`config.mk`:
```
export PLATFORM = sky130hd
export DESIGN_NAME = slm_mul
export DESIGN_NICKNAME = d
export VERILOG_FILES = /design/src/hw/rtl/slm_mul.sv
export SDC_FILE = /design/constraint.sdc
export NUM_CORES = 1
export LEC_CHECK = 0
export ABC_AREA = 1
export BUFFER_PORTS_ARGS = -buffer_cell sky130_fd_sc_hd__buf_2
export CORE_MARGIN = 2
export CORE_UTILIZATION = 50
export CTS_CLUSTER_DIAMETER = 50
export CTS_CLUSTER_SIZE = 12
export DETAILED_ROUTE_END_ITERATION = 8
export PLACE_DENSITY = 0.77
export RECOVER_POWER = 50
export SETUP_SLACK_MARGIN = 0.1
export SYNTH_ARGS = -nofsm -noshare
export SYNTH_HDL_FRONTEND = slang
export SYNTH_SLANG_ARGS = --single-unit
```
`constraint.sdc`:
```
create_clock -name clk -period 4.6 [get_ports clk]
set_input_delay 0 -clock clk [delete_from_list [all_inputs] [get_ports clk]]
set_output_delay 0 -clock clk [all_outputs]
set_load 0.02 [all_outputs]
```
`src/hw/rtl/slm_mul.sv`:
```
module slm_mul #(
    parameter int A_BITS = 17,
    parameter int B_BITS = 16
) (
    input  logic                       clk,
    input  logic                       en,
    input  logic [A_BITS-1:0]          a,
    input  logic [B_BITS-1:0]          b,
    output logic [A_BITS+B_BITS-1:0]   p
);

    logic [A_BITS+B_BITS-1:0] p_reg;

    // Register the product; hold it while idle
    always_ff @(posedge clk)
    begin
        if (en)
        begin
            p_reg <= (A_BITS+B_BITS)'(a) * (A_BITS+B_BITS)'(b);
        end
    end

    assign p = p_reg;

endmodule

```
==> out/qor.yml, run 1 <==
floorplanning:
  start_util_pct: 51.3
  die_height_um: 152
  die_x_um: 152
  die_area_sq_um: 23000
  num_rows: 53
  fp.coreArea_sq_um: 21200
  io_pins: 68
flow_run:
  max_cap_viol_count: 1
routing:
  drt-initial-drc-count: 472
  vias_per_cell: 4.96
  routed_wl_um: 27400
  num_vias: 9175
  drcViolationCount: 0
  antenna_left: 0
  first_pass_iters: 5
  wl_per_cell_um: 14.8
global_routing:
  grtUsageTotal_pct: 25.2
  grt_antenna_before_repair: 0
  grt_pass1_vias: 9952
  grt_max_degree: 34
  global_route.overflow_total: 0
  grt_first_pass_wirelength_um: 45400
min_path:
  hp-class: "input port to flip-flop"
clock_network:
  cts_hold_buf: 0
  clock-root-buffer: "clkbuf_16"
  numCtsBuffers: 5
  cts_tree: "done"
  clkSinkCount: 33
  cts.clk_slew.worst_paths_ns: 0.06
  h-tree-depth: 2
  cts_buffer_depth: 2
sta:
  slew_headroom_pct: -25.2
  hold_violations: 0
  finalSetupViolations: 0
  final_max_slew_viol_count: 34
  fmax_mhz: 219
  grt_setup_unrepaired: "yes"
  finalCriticalPeriod_ns: 4.56
  hold_ws_ns: 0.240
  tightest_slew_ns: 1.88
  fin_crit_sh_pct: 99.1
place:
  dp_hpwl_um: 22900
  placed_cells: 1833
  io_buffer_count: 67
  gp_congestion: 0.902
outcome:
  violations: "max-capacitance violations, max-slew violations"
  outcome: "complete, but fails checks"
synth:
  synth_top_area_share_pct: 38.2
  yosysSeqAreaShare_pct: 9.10
  synth_cell_types: 24
  yosysTopAreaCell: "fa_1"
  ys_ff_latch: 33
  yosysWarnings: 0
  synth.area.top_cells: "fa_1 38%, nand2_1 16%, inv_1 15%, ha_1 12%, edfxtp_1 9.1%"
  avgSynthCellArea_sq_um: 7.50
  syn_nets: 1801
  postSynthCellCount: 1453
  synthesis.area_sq_um: 10900
worst_setup_path:
  crit_type: "input port to flip-flop"
  crit_required_ns: 4.64
  arrival_ns: 4.60
  crit_path_end_kind: "flip-flop"
  path_max_fanout: 6
  start_kind: "input port"
final_layout:
  final_cell_mix: "426 x inv_1, 405 x nand2_1, 202 x fa_1, 102 x buf_4, 85 x ha_1"
  fin_cells: 1848
  multi_input_area_sq_um: 8560
  largest_register_ffs: 33
  syn2layout_area_growth_pct: 21.3
  drive_gt1_share_pct: 20.5
  seqCellArea_sq_um: 991
  diodes: 0
  fillers: 1807
  final_nets: 1920
  final_common_cell: "inv_1"
critical path, cell delays in order:
cell and delay (ns):
buf_12 0.12, buf_2 0.17, nand2_1 0.07, inv_1 0.05
fa_1 0.36, inv_1 0.08, fa_2 0.44, fa_1 0.51
fa_1 0.52, inv_2 0.04, fa_1 0.51, fa_1 0.54
ha_4 0.33, nand2_4 0.07, buf_4 0.14, nor3_2 0.19
nand2_1 0.10, nand2_2 0.15, nand2_2 0.08, nand3_1 0.08
nand2_2 0.05
cell families (layout without fill, tap and decap cells):
kind of cell    count (synthesis)  after routing  synth area share [%]
simple gates                  548            548                  20.1
compound gates                 26             26                  1.31
buf+inv                       515            635                  17.8
fa+ha+maj                     313            313                  50.3
xor+xnor                       18             18                  1.45
flops                          33             33                  9.10
repair_timing:
item	in CTS	in global routing
setup buffers	0	7
pin swaps	16	46
endpoints found under the setup margin	21	23
resized for setup	55	116
cloned	0	0
path summary, 6_finish.rpt:
kind	from	to	slack, ns	cells after the start
setup / recovery	b[6]	p[24]	0.04	21
hold / removal	b[0]	p[0]	0.24	3
area by class of cell:
cell class	count	share of cell area [%]
clock buffers	5	0.948
multi-input cells	905	64.8
inverters	449	12.8
flip-flops and latches	33	7.50
repair buffers	178	11.2
well taps	275	2.61
clock inverters	3	0.133
metrics by stage:
step	area (sq um)	utilization, %	TNS (ns)	worst slack, ns
3_5_place_dp	12400	58.4	-7.53	-0.437
2_1_floorplan	11500	-	0	0.0121
6_report	13200	62.2	0	0.0403
4_1_cts	12700	60.1	0	0.0829
3_3_place_gp	12400	58.4	-5.48	-0.327
5_1_grt	13200	62.2	-0.565	-0.130
Yosys cell counts (all sizes together):
library cell,number
a21o,1
a21oi,20
and2,1
buf,3
clkbuf,63
edfxtp,33
fa,208
ha,105
inv,449
nand2,466
nand3,30
nand4,5
nor2,39
nor3,7
o21ai,4
o21bai,1
xnor2,2
xor2,16
routing by layer:
layer  GRT usage [%]  share of wire, %
met3            2.54               4.6
met4            9.03               3.3
met1            28.8                38
met5               0                 0
met2            48.6                54
Power of run 1 is not shown: default switching activity piles up to over one toggle a cycle in this logic, so the estimate is an artifact.
==> run 2, diff against run 1 <==
--- a/config.mk
+++ b/config.mk
@@ -13,7 +13,7 @@
 export CTS_CLUSTER_SIZE = 12
 export DETAILED_ROUTE_END_ITERATION = 8
 export PLACE_DENSITY = 0.77
-export RECOVER_POWER = 50
+export RECOVER_POWER = 25
 export SETUP_SLACK_MARGIN = 0.1
 export SYNTH_ARGS = -nofsm -noshare
 export SYNTH_HDL_FRONTEND = slang
==> out/qor.yml, run 2 (same netlist as run 1, synthesis figures left out) <==
global_routing:
  gr-usage-met3_pct: 2.54  # unchanged
  grt_pass1_vias: 9952  # unchanged
  grtUsageTotal_pct: 25.2  # unchanged
  grt_max_degree: 34  # unchanged
  use_met2_pct: 48.6  # unchanged
  grt_first_pass_wirelength_um: 45400  # unchanged
  grt_use_met1_pct: 28.8  # unchanged
  busiest_layer: "met2"
  grt_antenna_before_repair: 0  # unchanged
  global_route.overflow_total: 0  # unchanged
outcome:
  outcome: "complete, but fails checks"
  violations: "max-capacitance violations, max-slew violations"
final_layout:
  diodes: 0  # unchanged
  final_common_cell: "inv_1"
  multi_input_area_sq_um: 8560  # unchanged
  syn2layout_area_growth_pct: 21.4
  seqCellArea_sq_um: 991  # unchanged
  final_cell_mix: "426 x inv_1, 405 x nand2_1, 202 x fa_1, 102 x buf_4, 85 x ha_1"
  final_nets: 1920  # unchanged
  final_cell_area_sq_um: 13200  # +0.10%
  drive_gt1_share_pct: 21.2  # +0.70 points
  fillers: 1798  # -0.50%
  fin_cells: 1848  # unchanged
  largest_register_ffs: 33  # unchanged
clock_network:
  h-tree-depth: 2  # unchanged
  clock-root-buffer: "clkbuf_16"
  cts_hold_buf: 0  # unchanged
  clkSinkCount: 33  # unchanged
  cts.clk_slew.worst_paths_ns: 0.06  # about the same
  cts_tree: "done"
  cts_buffer_depth: 2  # unchanged
  numCtsBuffers: 5  # unchanged
routing:
  wl_per_cell_um: 14.8  # -0.19%
  first_pass_iters: 7  # +2
  vias_per_cell: 4.96  # about the same
  antenna_left: 0  # unchanged
  drcViolationCount: 0  # unchanged
  num_vias: 9170  # -0.054%
  routed_wl_um: 27400  # -0.19%
  drt-initial-drc-count: 469  # -0.64%
worst_setup_path:
  crit_path_end_kind: "flip-flop"
  crit_type: "input port to flip-flop"
  critPathMaxStageDelay_ns: 0.54  # about the same
  arrival_ns: 4.59  # about the same
  path_delay_family: "adder cells"
  start_kind: "input port"
  path_buf_inv: 6  # unchanged
  crit_chain: "buf_12 > buf_2 > nand2_1 > inv_1 > fa_1 > inv_1 > fa_2 > fa_1 > fa_1 > inv_2 > fa_1 > fa_1 > ha_4 > nand2_4 > buf_4 > nor3_2 > nand2_1 > nand2_2 > nand2_2 > nand3_1 > nand2_2"
  crit_cells: 21  # unchanged
  path_max_fanout: 6  # unchanged
  crit_top_cell: "fa_1"
  crit_required_ns: 4.64  # about the same
  crit_slowest_cell: "fa_1"
sta:
  final_max_slew_viol_count: 34  # unchanged
  tightest_slew_ns: 1.88  # +0.000704 ns
  finalCriticalPeriod_ns: 4.55  # -0.00495 ns
  final.setup.tns_ns: 0  # unchanged
  fin_crit_sh_pct: 99.0  # -0.11 points
  fmax_mhz: 220  # +0.11%
  finalSetupViolations: 0  # unchanged
  grt_setup_unrepaired: "yes"
  slew_headroom_pct: -25.2  # -0.047 points
  hold_violations: 0  # unchanged
floorplanning:
  io_pins: 68  # unchanged
  fp.coreArea_sq_um: 21200  # unchanged
  start_util_pct: 51.3  # unchanged
  num_rows: 53  # unchanged
  die_x_um: 152  # unchanged
  die_height_um: 152  # unchanged
  die_area_sq_um: 23000  # unchanged
min_path:
  whs_path_depth: 3  # unchanged
  hp-class: "input port to flip-flop"
place:
  gp_congestion: 0.902  # unchanged
  place_area_sq_um: 12400  # unchanged
  dp_hpwl_um: 22900  # unchanged
  placed_cells: 1833  # unchanged
  io_buffer_count: 67  # unchanged
flow_run:
  max_cap_viol_count: 1  # unchanged
run 2: changes by cell type in the layout (fill, tap and decap cells not counted):
cell / change
buf_2: +11
clkbuf_1: -11
run 2: worst paths after layout:
path              slack [ns]  endpoint  from
setup / recovery        0.05     p[24]  b[6]
hold / removal          0.24      p[0]  b[0]
run 2: timing repair:
| item | 4_1_cts | 5_1_grt |
|---|---|---|
| pin swaps | 16 | 46 |
| endpoints found under the hold margin | 0 | 0 |
| endpoints found under the setup margin | 21 | 23 |
| gates resized for setup | 55 | 116 |
| buffers inserted | 0 | 7 |
run 2: layout make-up:
class	count	share of cell area, %
Inverter	449	12.8
Tap cell	275	2.60
Sequential cell	33	7.50
Clock buffer	5	0.947
Multi-Input combinational cell	905	64.7
Timing Repair Buffer	178	11.3
Clock inverter	3	0.133
run 2: routing by layer:
| metal | routed length [um] | vias up |
|---|---|---|
| li1 | - | 4316 |
| met1 | 10300 | 4497 |
| met2 | 14900 | 284 |
| met3 | 1240 | 73 |
| met4 | 905 | 0 |
| met5 | 0 | - |
run 2: stage by stage:
step	hold WS, ns	utilization, %	worst slack, ns
finish	0.239	62.3	0.0453
global placement	0.445	58.4	-0.327
global route	0.282	62.3	-0.130
detailed placement	0.447	58.4	-0.437
floorplan	0.112	-	0.0121
CTS	0.239	60.1	0.0829
Power of run 2 is left out for the same reason.
==> run 3, diff against run 2 <==
==> constraint.sdc (replaced) <==
create_clock -name clk -period 4.6 [get_ports clk]
set_input_delay 0.46 -clock clk [delete_from_list [all_inputs] [get_ports clk]]
set_output_delay 0.46 -clock clk [all_outputs]
set_load 0.02 [all_outputs]
==> out/qor.yml, run 3 (same netlist as run 1, synthesis figures left out) <==
flow_run:
  max_cap_viol_count: 1  # unchanged
worst_setup_path:
  path_max_fanout: 5  # -1
  crit_path_end_kind: "flip-flop"
  crit_type: "input port to flip-flop"
  crit_required_ns: 4.64  # about the same
  arrival_ns: 5.03  # +0.44 ns
  start_kind: "input port"
clock_network:
  cts_hold_buf: 0  # unchanged
  cts_tree: "done"
  numCtsBuffers: 5  # unchanged
  clkSinkCount: 33  # unchanged
  clock-root-buffer: "clkbuf_16"
  cts_buffer_depth: 2  # unchanged
  cts.clk_slew.worst_paths_ns: 0.06  # about the same
  h-tree-depth: 2  # unchanged
routing:
  antenna_left: 0  # unchanged
  drt-initial-drc-count: 443  # -5.5%
  wl_per_cell_um: 15.1  # +1.9%
  routed_wl_um: 28300  # +3.4%
  num_vias: 9266  # +1.0%
  drcViolationCount: 0  # unchanged
  vias_per_cell: 4.94  # -0.41%
  first_pass_iters: 5  # -2
global_routing:
  grt_max_degree: 34  # unchanged
  grtUsageTotal_pct: 25.2  # +0.040 points
  grt_first_pass_wirelength_um: 45500  # +0.26%
  grt_antenna_before_repair: 0  # unchanged
  grt_pass1_vias: 9862  # -0.90%
  global_route.overflow_total: 0  # unchanged
final_layout:
  final_util_pct: 65.4  # +3.1 points
  fillers: 1671  # -7.1%
  final_nets: 1947  # +1.4%
  largest_register_ffs: 33  # unchanged
  diodes: 0  # unchanged
  final_common_cell: "inv_1"
  drive_gt1_share_pct: 27.5  # +6.3 points
  final_cell_mix: "403 x inv_1, 374 x nand2_1, 196 x fa_1, 108 x buf_4, 80 x ha_1"
  fin_cells: 1875  # +1.5%
  syn2layout_area_growth_pct: 27.5
floorplanning:
  start_util_pct: 51.3  # unchanged
  die_x_um: 152  # unchanged
  fp.coreArea_sq_um: 21200  # unchanged
  io_pins: 68  # unchanged
  num_rows: 53  # unchanged
  die_height_um: 152  # unchanged
  die_area_sq_um: 23000  # unchanged
outcome:
  violations: "max-capacitance violations, max-slew violations, negative setup slack"
  outcome: "complete, but fails checks"
sta:
  fin_crit_sh_pct: 108  # +9.4 points
  slew_headroom_pct: -25.7  # -0.49 points
  setup_slack_ns: -0.385  # -0.431 ns
  tightest_slew_ns: 1.89  # +0.00735 ns
  hold_violations: 0  # unchanged
  final_max_slew_viol_count: 34  # unchanged
  finalCriticalPeriod_ns: 4.99  # +0.431 ns
  finalSetupViolations: 22  # +22
  grt_setup_unrepaired: "yes"
  fmax_mhz: 201  # -8.6%
place:
  io_buffer_count: 67  # unchanged
  placed_cells: 1842  # +0.49%
  dp_hpwl_um: 22700  # -0.60%
  gp_congestion: 0.871  # -3.4%
min_path:
  hp-class: "input port to flip-flop"
## run 3: final timing paths
path / start / depth (start not counted) / slack, ns / end
hold / removal: b[0] / 3 / 0.71 / p[0]
setup / recovery: a[8] / 21 / -0.39 / p[27]
## run 3: stage by stage
| step | TNS, ns | cell area, sq um | worst slack [ns] | hold WS (ns) |
|---|---|---|---|---|
| after floorplan | -8.43 | 11600 | -0.448 | 0.572 |
| after global placement | -16.78 | 12500 | -0.830 | 0.906 |
| after detailed placement | -18.59 | 12500 | -0.916 | 0.903 |
| after CTS | -6.85 | 13200 | -0.374 | 0.697 |
| after global routing | -9.89 | 13900 | -0.518 | 0.730 |
| final | -6.93 | 13900 | -0.385 | 0.712 |
## run 3: layout make-up
cell class,instances,area [sq um],area share (%)
Inverter,449,1710,12.3
Clock buffer,6,129,0.928
Timing Repair Buffer,205,1810,13.1
Tap cell,275,344,2.48
Multi-Input combinational cell,905,8890,64.1
Clock inverter,2,10.0,0.0721
Sequential cell,33,991,7.14
## run 3: worst max-delay path: stages
cell and delay [ns]:
buf_12 0.11, buf_12 0.13, nand2_4 0.05, inv_2 0.03, fa_1 0.51, inv_2 0.04, fa_1 0.52, inv_2 0.05
fa_1 0.50, fa_1 0.51, fa_1 0.50, inv_1 0.05, fa_1 0.49, inv_2 0.04, ha_4 0.31, nand2_4 0.09
buf_4 0.15, nor3_2 0.20, nand3_1 0.13, nand4_1 0.11, nand2_1 0.06
## run 3: metal layers
| metal | track usage [%] | vias to the layer above | share of wire, % | wire length (um) |
|---|---|---|---|---|
| met4 | 6.34 | 0 | 2.6 | 743 |
| met1 | 29.9 | 4583 | 39 | 11100 |
| met5 | 0 | - | 0 | 0 |
| li1 | - | 4368 | - | - |
| met2 | 48.9 | 257 | 54 | 15200 |
| met3 | 2.34 | 58 | 4.2 | 1190 |
## run 3: timing repair
| action | 4_1_cts | 5_1_grt |
|---|---|---|
| endpoints found under the hold margin | 0 | 0 |
| pin swaps | 54 | 94 |
| endpoints found under the setup margin | 25 | 25 |
| cloned | 0 | 3 |
| resized for setup | 145 | 153 |
| setup buffers | 12 | 12 |
Power of run 3 is left out for the same reason.
